### src/hdl/xxtea_pkg.sv
// Shared types, constants and helper functions for the zero-key five-word XXTEA pipeline.
`timescale 1ns / 1ps
`default_nettype none

package xxtea_pkg;

   localparam int BLOCK_WORDS = 5;
   localparam int CYCLE_COUNT = 6;
   localparam int CELL_COUNT  = BLOCK_WORDS * CYCLE_COUNT;
   localparam int POS_W       = $clog2(BLOCK_WORDS);

   typedef logic [31:0]                 word_type;
   typedef word_type [BLOCK_WORDS-1:0]  block_type;
   typedef logic [POS_W-1:0]            pos_type;

   localparam word_type DELTA       = 32'h9e3779b9;
   localparam word_type DECRYPT_SUM = 32'(CYCLE_COUNT * 64'(DELTA));

   localparam logic KIND_ENCRYPT = 1'b0;
   localparam logic KIND_DECRYPT = 1'b1;

   localparam pos_type POS_FIRST = '0;
   localparam pos_type POS_LAST  = POS_W'(BLOCK_WORDS - 1);

   // Data handed from one cell to the next.
   typedef struct packed {
      logic      kind;
      pos_type   pos;
      word_type  sum;
      block_type words;
   } stage_type;

   function automatic word_type mix(word_type y, word_type z, word_type sum);
      return (((z >> 5) ^ (y << 2)) + ((y >> 3) ^ (z << 4))) ^ ((sum ^ y) + z);
   endfunction

   function automatic pos_type pos_succ(pos_type pos);
      return (pos == POS_LAST) ? POS_FIRST : pos + pos_type'(1);
   endfunction

   function automatic pos_type pos_pred(pos_type pos);
      return (pos == POS_FIRST) ? POS_LAST : pos - pos_type'(1);
   endfunction

   function automatic word_type pick(block_type blk, pos_type pos);
      word_type w;
      w = '0;
      for (int i = 0; i < BLOCK_WORDS; i++) begin
         if (pos == POS_W'(i)) begin
            w = blk[i];
         end
      end
      return w;
   endfunction

endpackage

`default_nettype wire

### src/hdl/xxtea_cell.sv
// One pipeline cell: applies a single XXTEA word update and registers the block.
`timescale 1ns / 1ps
`default_nettype none

module xxtea_cell (
   input  wire logic                 clock,
   input  wire logic                 reset,
   input  wire logic                 valid_i,
   input  wire xxtea_pkg::stage_type data_i,
   output logic                      valid_o,
   output xxtea_pkg::stage_type      data_o
);
   import xxtea_pkg::*;

   logic      valid_ff;
   stage_type data_ff;
   stage_type data_in;
   word_type  y_word;
   word_type  z_word;
   word_type  cur_word;
   word_type  mix_word;
   word_type  new_word;

   always_comb begin
      y_word   = pick(data_i.words, pos_succ(data_i.pos));
      z_word   = pick(data_i.words, pos_pred(data_i.pos));
      cur_word = pick(data_i.words, data_i.pos);
      mix_word = mix(y_word, z_word, data_i.sum);
      new_word = (data_i.kind == KIND_DECRYPT) ? cur_word - mix_word : cur_word + mix_word;

      data_in = data_i;
      for (int i = 0; i < BLOCK_WORDS; i++) begin
         if (data_i.pos == POS_W'(i)) begin
            data_in.words[i] = new_word;
         end
      end

      // Advance the position; step the running sum once a full pass is done.
      if (data_i.kind == KIND_DECRYPT) begin
         data_in.pos = pos_pred(data_i.pos);
         if (data_i.pos == POS_FIRST) begin
            data_in.sum = data_i.sum - DELTA;
         end
      end else begin
         data_in.pos = pos_succ(data_i.pos);
         if (data_i.pos == POS_LAST) begin
            data_in.sum = data_i.sum + DELTA;
         end
      end
   end

   always_ff @(posedge clock) begin
      if (reset) begin
         valid_ff <= 1'b0;
      end else begin
         valid_ff <= valid_i;
      end
   end

   always_ff @(posedge clock) begin
      data_ff <= data_in;
   end

   assign valid_o = valid_ff;
   assign data_o  = data_ff;

endmodule

`default_nettype wire
### config.mk
export PLATFORM = sky130hd
export DESIGN_NAME = xxtea_cell
export DESIGN_NICKNAME = d
export VERILOG_FILES = /design/src/hdl/xxtea_pkg.sv /design/src/hdl/xxtea_cell.sv
export SDC_FILE = /design/constraint.sdc
export NUM_CORES = 1
export LEC_CHECK = 0
export ABC_AREA = 0
export ABC_CLOCK_PERIOD_IN_PS = 10100
export BUFFER_PORTS_ARGS = -buffer_cell sky130_fd_sc_hd__buf_2
export CORE_MARGIN = 4
export CORE_UTILIZATION = 40
export CTS_CLUSTER_SIZE = 20
export DETAILED_ROUTE_END_ITERATION = 7
export PLACE_DENSITY = 0.68
export SLEW_MARGIN = 5
export SYNTH_ARGS = -nofsm -noshare
export SYNTH_HDL_FRONTEND = slang
export SYNTH_SLANG_ARGS = --single-unit
### constraint.sdc
create_clock -name clock -period 10.1 [get_ports clock]
set_input_delay 2.02 -clock clock [delete_from_list [all_inputs] [get_ports clock]]
set_output_delay 2.02 -clock clock [all_outputs]
set_load 0.03 [all_outputs]
-- Word-level counts from Yosys, hierarchy flattened
Cells that the tools add are included.
- register bits: 197
- bits in latches: 0
- memory bits (writable): 0
- ROM bits: 0
- input bits: 199
- output and inout bits: 197
- memories: 0
- add/subtract/negate cells: 8
- multipliers: 0
- div/mod/pow operators: 0
- magnitude comparators: 0
- equal/unequal tests: 12
- shift operators: 0
- multiplexer cells: 26
- bitwise logic cells: 4
- reduce and logical (&&, ||, !) cells: 3
- operators with widths (cell ; number):
    32-bit 2-to-1 mux ; 23
    32-bit adder ; 3
    32-bit XOR ; 2
    35-bit 2-to-1 mux ; 1
    32-bit adder (second input constant) ; 1
    32-bit subtractor ; 1
    32-bit subtractor (second input constant) ; 1
    27-bit by 32-bit XOR with 32-bit output ; 1
    29-bit by 32-bit XOR with 32-bit output ; 1
    3-bit by 2-bit == test with 1-bit output (second input constant) ; 6
    3-bit by 1-bit == test with 1-bit output (second input constant) ; 3
    3-bit == test (second input constant) ; 3
    3-bit zero test ; 3
    3-bit 2-to-1 mux ; 2
    3-bit by 1-bit adder with 3-bit output (second input constant) ; 1
    3-bit by 1-bit subtractor with 3-bit output (second input constant) ; 1

-- Logic depth before layout (Yosys ltp)
Gate-level depths: netlist of run 1.
- depth after elaboration: 14
- gate-level depth with buffers: 43

-- Worst setup path after synthesis of run 1
Ideal clock, no wire load.
- path type: input to register
- start: input port data_i[192] (netlist bit)
- end: register data_ff (netlist bit data_o[127])
- library setup time: 70 ps
- data arrival time: 9927 ps
- required time: 10030 ps
- slack: 104 ps
- stages: 38
- path through: buf_2 inv_2 ha_1 buf_2 nor3_1 o21a_1 clkbuf_1 clkbuf_1 a22oi_1 nand2_1 o21ai_0 o21ai_0 ha_1 a21o_1 a21o_1 a211o_1 a41oi_1 o21bai_1 [... 2 more ...] xor2_1 and3_1 a31oi_1 xor2_1 ha_1 a21o_1 a21o_1 a211o_1 a31o_2 nor4b_1 o21ai_0 a31oi_1 o21ai_0 a211oi_1 o21bai_1 a21oi_1 xnor3_2 a21oi_1
- RTL lines (what ; line ; RTL):
    from (decl) ; xxtea_cell.sv:9 ; input wire xxtea_pkg::stage_type data_i,
    to (signal assigned) ; xxtea_cell.sv:61 ; data_ff <= data_in;
    to (decl) ; xxtea_cell.sv:16 ; stage_type data_ff;

==> results of run 1 <==
[cell usage in the layout (no fill, tap or decap), types with 95 or more instances in the layout]
| cell | synthesis | layout |
|---|---|---|
| a221oi_1 | 115 | 113 |
| nand2_1 | 218 | 214 |
| o21ai_0 | 189 | 188 |
| nor2_1 | 191 | 188 |
| buf_4 | 1 | 274 |
| xnor2_1 | 158 | 156 |
| xor2_1 | 95 | 95 |
| a21oi_1 | 161 | 161 |
| ha_1 | 105 | 104 |
| dfxtp_1 | 197 | 197 |
| buf_2 | 4 | 395 |
[sequential cells by signal, summed over array words and instances (netlist names)]
signal and count:
data_o 196, valid_o 1
[worst paths after layout]
kind	startpoint	end
max	data_i[192]	data_o[30]$_DFF_P_
min	reset	valid_o$_SDFF_PP0_
[kinds of logic (layout without fill, tap and decap cells)]
family / Yosys count / after routing / synth area share (%)
fa+ha+maj: 108 / 108 / 8.23
compound gates: 738 / 738 / 29.1
mux: 32 / 32 / 1.94
xor+xnor: 256 / 256 / 13.6
flops: 197 / 197 / 23.6
simple gates: 656 / 656 / 18.1
buf+inv: 235 / 803 / 5.33
[stage by stage]
step / std cells / setup TNS [ns]
2_1_floorplan: 2222 / 0
3_3_place_gp: 3290 / -0.0236
3_5_place_dp: 3290 / -0.779
4_1_cts: 3322 / 0
5_1_grt: 3322 / -0.0569
6_report: 3322 / 0
[layout make-up]
cell class | count | area share [%]
Multi-Input combinational cell | 1790 | 55.1
Timing Repair Buffer | 678 | 19.3
Sequential cell | 197 | 18.1
Tap cell | 532 | 3.05
Clock buffer | 18 | 1.97
Inverter | 93 | 1.60
Clock inverter | 14 | 0.821
[power groups by stage]
stage          sequential, W  combinational, W  clock, W
2_1_floorplan        0.00157           0.00319         0
3_3_place_gp         0.00109           0.00623         0
3_5_place_dp         0.00109           0.00629         0
4_1_cts              0.00108           0.00635  0.000731
5_1_grt              0.00110           0.00692  0.000758
6_report             0.00108           0.00648  0.000718
[routing by layer]
metal	wire, um	up-vias	GRT usage, %
li1	-	9167	-
met1	30800	9304	40.8
met2	35300	1007	54.6
met3	6110	168	5.65
met4	2960	0	12.3
met5	0	-	0
[timing repair]
action | CTS | global route
endpoints found under the setup margin | 0 | 21
endpoints found under the hold margin | 0 | 0
setup buffers | 0 | 0
gates resized for setup | 0 | 15
==> run_results.csv, run 1 <==
group,metric,value,unit
power_and_ir_drop,switching_power,0.00427,W
routing,ant_nets,0,
floorplan,rows,74,
placement,globalplace.congestion,1.03,
global_routing,antenna_found_initial,0,
floorplan,dieWidth,212,um
placement,placed_area,21100,sq um
finish,final_core_util,53.2,%
global_routing,grt_usage,32.2,%
placement,dp_slack,-0.160,ns
finish,fillers,3989,
cts,cts_tree,"built",
critical_path,worst_path_max_delay_cell,"or4b_1",
floorplan,die-area,45100,sq um
placement,dp_hpwl,61100,um
timing,maxSlewHeadroom,31.6,%
routing,wl_per_cell,22.6,um
power_and_ir_drop,intPower,0.00401,W
yosys,yosys_warnings,0,
yosys,synth-edff-count,0,
power_and_ir_drop,p_per_area,380,nW/um^2
yosys,synth_largest_area_cell,"dfxtp_1",
global_routing,grt_max_degree,72,
cts,cts_buffers,17,
yosys,synth_seq_cells,197,
timing,fin_crit_sh,95.3,%
floorplan,initial_core_util,40.7,%
power_and_ir_drop,p_sw_share,51.5,%
finish,drive_above_1_share,27.5,%
finish,n_antenna_cell,0,
power_and_ir_drop,clock_power_share,8.7,%
timing,slew_violations,0,
routing,dr.pass1.iters,6,
status,outcome,"finished clean",
critical_path,crit_top_cell,"a21oi_1",
critical_path,cp-start-kind,"input port",
floorplan,io_pins,396,
yosys,async_reset_ff_share,0,%
critical_path,crit_buf_inv,9,
timing,tightest_slew,1.03,ns
timing,fmax,0.104,GHz
power_and_ir_drop,combPwrFrac,78.3,%
floorplan,core,41000,sq um
critical_path,cp.required,10.45,ns
global_routing,grt_pass1_wl,112000,um
yosys,syn_area,16700,sq um
routing,wl,75100,um
routing,route.detailed.drc,0,
critical_path,critical_path_class,"in2reg",
cts,clkTransAtPathRegs,0.08,ns
floorplan,fp.dieH,212,um
yosys,syn_nets,2529,
timing,fin_crit,9.63,ns
power_and_ir_drop,power.leakage,10.3,nW
job,drv_cap,0,
timing,setup-violations-final,0,
finish,finalNetCount,3084,
global_routing,first_global_vias,18900,
placement,io_buffer_count,395,
finish,syn2layout_area_growth,30.5,%
cts,cts_buffer_depth,2,
finish,design_area,21800,sq um
yosys,seq_area_frac_synth,23.6,%
power_and_ir_drop,total_power,0.00828,W
yosys,synth.avg_cell_area,7.52,sq um
yosys,yosys-top-cells-area,"dfxtp_1 (24%), xnor2_1 (8.3%), ha_1 (7.9%)",
critical_path,end_kind,"flip-flop",
critical_path,worstPathArrival,9.97,ns
finish,multi_input_area,12000,sq um
min_path,min_path_type,"in2reg",
cts,numClockSinks,197,
yosys,synth_cell_type_count,85,
routing,vias,19600,
critical_path,crit_family,"compound AO/OA/AOI/OAI gates",
timing,hold_viol,0,
yosys,synth_most_common_cell,"nand2_1",
power_and_ir_drop,seqPwrFrac,13.0,%
timing,layout_setup_ws,0.472,ns
critical_path,critPathMaxFanout,28,
power_and_ir_drop,irDropWorstVdd,0.326,mV
finish,seq_area,3940,sq um
cts,root_buffer,"clkbuf_16",
cts,holdBufCountCts,0,
yosys,synth_top_area_share,23.6,%
cts,cts_htree_levels,4,
routing,vias_per_cell,5.91,
yosys,ys.flop_type,"dfxtp_1",
routing,dr.first_iter.drc_count,2025,
global_routing,gr-total-overflow,0,
yosys,synth_common_cells,"nand2_1 (218), dfxtp_1 (197), nor2_1 (191)",
critical_path,slowest_delay,0.60,ns
critical_path,crit_cells,38,
min_path,hold_path_depth,2,
yosys,synthCells,2222,
timing,holdWs,1.67,ns
Power figures use the tool's default switching activity.
==> run 2, diff against run 1 <==
--- a/config.mk
+++ b/config.mk
@@ -13,6 +13,7 @@
 export CTS_CLUSTER_SIZE = 20
 export DETAILED_ROUTE_END_ITERATION = 7
 export PLACE_DENSITY = 0.68
+export RECOVER_POWER = 25
 export SLEW_MARGIN = 5
 export SYNTH_ARGS = -nofsm -noshare
 export SYNTH_HDL_FRONTEND = slang
==> run_results.csv, run 2 (synthesis gave the netlist of run 1 again) <==
group,metric,value,unit
critical_path,critPathMaxFanout,28,
timing,setup_tns,0,ns
critical_path,end_kind,"flip-flop",
cts,numClockSinks,197,
global_routing,first_global_vias,18900,
cts,clkTransAtPathRegs,0.08,ns
min_path,min_path_type,"in2reg",
critical_path,worst_path_max_delay_cell,"or4b_1",
floorplan,die-area,45100,sq um
timing,tightest_slew,0.997,ns
timing,fin_crit_sh,95.5,%
finish,n_antenna_cell,0,
timing,slew_violations,0,
timing,setup-violations-final,0,
critical_path,cp-start-kind,"input port",
placement,globalplace.congestion,1.03,
finish,drive_above_1_share,24.2,%
global_routing,gr-total-overflow,0,
timing,hold_viol,0,
floorplan,io_pins,396,
global_routing,grt_pass1_wl,112000,um
finish,mostFrequentLayoutCells,"buf_2 (303), buf_4 (274), nand2_1 (214), dfxtp_1 (197)",
timing,maxSlewHeadroom,33.6,%
min_path,hold_path.startpoint,"reset",
finish,finalNetCount,3084,
floorplan,core,41000,sq um
cts,cts_buffer_depth,2,
power_and_ir_drop,p_per_area,380,nW/um^2
finish,seq_area,3940,sq um
status,outcome,"finished clean",
floorplan,fp.dieH,212,um
critical_path,slowest_delay,0.61,ns
job,drv_cap,0,
power_and_ir_drop,irDropWorstVdd,0.326,mV
cts,cts_tree,"built",
floorplan,initial_core_util,40.7,%
cts,cts_buffers,17,
critical_path,critical_path_class,"in2reg",
routing,dr.pass1.iters,6,
global_routing,grt_usage,32.2,%
floorplan,dieWidth,212,um
min_path,hold_path_depth,2,
finish,fillers,4037,
timing,fmax,0.104,GHz
critical_path,cp.required,10.45,ns
routing,route.detailed.drc,0,
routing,wl_per_cell,22.6,um
routing,vias,19700,
routing,wl,75100,um
floorplan,rows,74,
placement,io_buffer_count,395,
placement,placed_area,21100,sq um
finish,layout_commonest_cell,"buf_2",
cts,holdBufCountCts,0,
routing,ant_nets,0,
timing,holdWs,1.67,ns
power_and_ir_drop,power.leakage,10.1,nW
cts,postCtsSetupRepairBufs,0,
finish,design_area,21700,sq um
finish,multi_input_area,12000,sq um
critical_path,worstPathArrival,9.99,ns
placement,dp_hpwl,61100,um
routing,dr.first_iter.drc_count,1937,
global_routing,grt_max_degree,72,
finish,syn2layout_area_growth,29.8,%
finish,largest_reg_flops,196,
timing,fin_crit,9.64,ns
routing,vias_per_cell,5.92,
cts,root_buffer,"clkbuf_16",
power_and_ir_drop,total_power,0.00825,W
cts,cts_htree_levels,4,
global_routing,antenna_found_initial,0,
min_path,whs_endpoint,"valid_o$_SDFF_PP0_",
-- run 2: cell types whose count changed in the layout (fill, tap and decap cells not counted) --
| cell | before | now |
|---|---|---|
| clkbuf_1 | 1 | 93 |
| buf_2 | 395 | 303 |
-- run 2: repair_timing --
item                                    CTS  global route
resized for setup                         0            15
endpoints found under the setup margin    0            21
endpoints found under the hold margin     0             0
-- run 2: metrics by stage --
| stage | setup slack (ns) | utilization [%] | std cells |
|---|---|---|---|
| finish | 0.458 | 52.9 | 3322 |
| global route | -0.0212 | 52.9 | 3322 |
| CTS | 0.270 | 53.0 | 3322 |
| detailed placement | -0.160 | 51.5 | 3290 |
| global placement | -0.0207 | 51.5 | 3290 |
| floorplan | 0.104 | - | 2222 |
-- run 2: how the worst max path moves through the flow --
stage / slack [ns] / to / startpoint / cells after the start
after floorplan: 0.10 / data_o[127]$_DFF_P_ / data_i[192] / 38
after global placement: -0.02 / data_o[127]$_DFF_P_ / data_i[192] / 36
after detailed placement: -0.16 / data_o[127]$_DFF_P_ / data_i[192] / 37
after CTS: 0.27 / data_o[127]$_DFF_P_ / data_i[192] / 37
after global routing: -0.02 / data_o[28]$_DFF_P_ / data_i[192] / 41
final: 0.46 / data_o[28]$_DFF_P_ / data_i[192] / 38
-- run 2: critical path: cells and delay by family --
kind / cells / cell delay [ns]
compound gates: 15 / 3.41
simple gates: 7 / 1.66
buf+inv: 9 / 1.45
xor+xnor: 4 / 0.65
fa+ha+maj: 3 / 0.79
-- run 2: area by class of cell --
type | instances | share of cell area [%]
clock inverters | 14 | 0.825
clock buffers | 18 | 1.98
inverters | 93 | 1.61
well taps | 532 | 3.07
repair buffers | 678 | 18.9
multi-input cells | 1790 | 55.4
flip-flops and latches | 197 | 18.2
-- run 2: power by group --
part	switching (W)	internal [W]
sequential	0.0000688	0.00101
clock	0.000362	0.000357
combinational	0.00383	0.00261
total	0.00427	0.00399
-- run 2: metal layers --
| metal | GRT usage [%] | part of all wire (%) | up-vias |
|---|---|---|---|
| li1 | - | - | 9155 |
| met1 | 40.8 | 41 | 9308 |
| met2 | 54.6 | 47 | 1020 |
| met3 | 5.65 | 8.4 | 175 |
| met4 | 12.3 | 4.1 | 0 |
| met5 | 0 | 0 | - |
==> run 3, diff against run 2 <==
--- a/config.mk
+++ b/config.mk
@@ -8,10 +8,12 @@
 export ABC_AREA = 0
 export ABC_CLOCK_PERIOD_IN_PS = 10100
 export BUFFER_PORTS_ARGS = -buffer_cell sky130_fd_sc_hd__buf_2
+export CAP_MARGIN = 40
 export CORE_MARGIN = 4
 export CORE_UTILIZATION = 40
 export CTS_CLUSTER_SIZE = 20
 export DETAILED_ROUTE_END_ITERATION = 7
+export MAX_ROUTING_LAYER = met4
 export PLACE_DENSITY = 0.68
 export RECOVER_POWER = 25
 export SLEW_MARGIN = 5
==> run_results.csv, run 3 (synthesis gave the netlist of run 1 again) <==
group,metric,value,unit
status,outcome,"finished clean",
timing,hold_viol,0,
cts,cts_htree_levels,4,
routing,dr.pass1.iters,6,
global_routing,grtUsageMet3,5.68,%
critical_path,worstPathArrival,9.87,ns
global_routing,first_global_vias,18800,
timing,tightest_slew,0.987,ns
routing,ant_nets,0,
timing,fin_crit,9.53,ns
global_routing,use_met1,42.2,%
floorplan,initial_core_util,40.7,%
floorplan,io_pins,396,
timing,maxSlewHeadroom,34.2,%
power_and_ir_drop,power.leakage,10.1,nW
cts,root_buffer,"clkbuf_16",
finish,mostFrequentLayoutCells,"buf_2 (302), buf_4 (285), nand2_1 (214), dfxtp_1 (197), nor2_1 (188)",
power_and_ir_drop,p_per_area,382,nW/um^2
cts,cts_tree,"built",
routing,dr.first_iter.drc_count,1934,
routing,wl,76600,um
cts,clkTransAtPathRegs,0.08,ns
power_and_ir_drop,irDropWorstVdd,0.333,mV
critical_path,cp.required,10.44,ns
critical_path,slowest_delay,0.61,ns
floorplan,dieWidth,212,um
global_routing,grt_max_degree,75,
timing,layout_setup_ws,0.573,ns
routing,vias_per_cell,5.89,
finish,final_core_util,53.2,%
timing,fmax,0.105,GHz
global_routing,grt_usage,33.8,%
critical_path,critical_path_class,"in2reg",
global_routing,grt_pass1_wl,114000,um
finish,largest_reg_flops,196,
cts,numClockSinks,197,
critical_path,critPathMaxFanout,28,
placement,dp_hpwl,62200,um
critical_path,cp-start-kind,"input port",
floorplan,fp.dieH,212,um
finish,layout_commonest_cell,"buf_2",
placement,dp_slack,-0.201,ns
floorplan,die-area,45100,sq um
job,drv_cap,0,
global_routing,antenna_found_initial,2,
critical_path,end_kind,"flip-flop",
global_routing,met2_usage,55.3,%
routing,vias,19600,
placement,placed_area,21200,sq um
floorplan,rows,74,
placement,globalplace.congestion,1.06,
cts,cts_buffers,17,
timing,setup-violations-final,0,
finish,fillers,3977,
global_routing,busiest_layer,"met2",
finish,design_area,21800,sq um
timing,fin_crit_sh,94.3,%
critical_path,worst_path_max_delay_cell,"or4b_1",
floorplan,core,41000,sq um
min_path,min_path_type,"in2reg",
routing,wl_per_cell,22.9,um
timing,grt_setup_unrepaired,"no",
timing,holdWs,1.66,ns
routing,route.detailed.drc,0,
finish,finalNetCount,3097,
critical_path,crit_top_cell,"buf_4",
placement,io_buffer_count,395,
finish,drive_above_1_share,24.5,%
power_and_ir_drop,total_power,0.00835,W
timing,slew_violations,0,
finish,syn2layout_area_growth,30.7,%
global_routing,gr-total-overflow,0,
cts,cts_buffer_depth,2,
## run 3: path summary, 6_finish.rpt
| kind | slack, ns | end | from | cells past startpoint |
|---|---|---|---|---|
| max | 0.57 | data_o[157]$_DFF_P_ | data_i[192] | 39 |
| min | 1.66 | valid_o$_SDFF_PP0_ | reset | 2 |
## run 3: per-stage QoR
step / setup TNS, ns / instances
after detailed placement: -0.982 / 3301
after floorplan: 0 / 2222
after CTS: 0 / 3333
after global routing: 0 / 3337
final: 0 / 3337
after global placement: -0.241 / 3300
## run 3: final cells by class
| class | instances | area, sq um | share of cell area [%] |
|---|---|---|---|
| antenna | 2 | 5.00 | 0.0229 |
| tap | 532 | 666 | 3.05 |
| timing repair buffer | 691 | 4230 | 19.4 |
| sequential | 197 | 3940 | 18.1 |
| inverter | 93 | 349 | 1.60 |
| clock inverter | 15 | 205 | 0.940 |
| clock buffer | 17 | 425 | 1.95 |
| multi-input combinational | 1790 | 12000 | 55.0 |
## run 3: layer usage
| layer | part of all wire [%] | up-vias |
|---|---|---|
| met5 | 0 | - |
| met4 | 4.1 | 0 |
| met3 | 8.1 | 189 |
| met2 | 47 | 999 |
| met1 | 41 | 9284 |
| li1 | - | 9171 |
## run 3: critical path: cells and delay by family
kind	cells	cell delay (ns)
buffers and inverters	11	1.86
AO/OA/AOI/OAI	16	2.72
XOR/XNOR	5	0.84
adder cells (fa/ha/maj)	3	0.84
AND/OR/NAND/NOR	4	1.55
## run 3: repair_timing
item,CTS,global route
gates resized for setup,0,14
setup buffers,0,2
setup endpoints to repair,0,10
hold buffers,0,0
## run 3: power breakdown
part / total [W] / leakage (nW) / switching (W) / internal, W
Sequential: 0.00108 / 1.66 / 0.0000711 / 0.00101
Combinational: 0.00653 / 8.17 / 0.00387 / 0.00266
Clock: 0.000736 / 0.302 / 0.000374 / 0.000361
Total: 0.00835 / 10.1 / 0.00431 / 0.00404
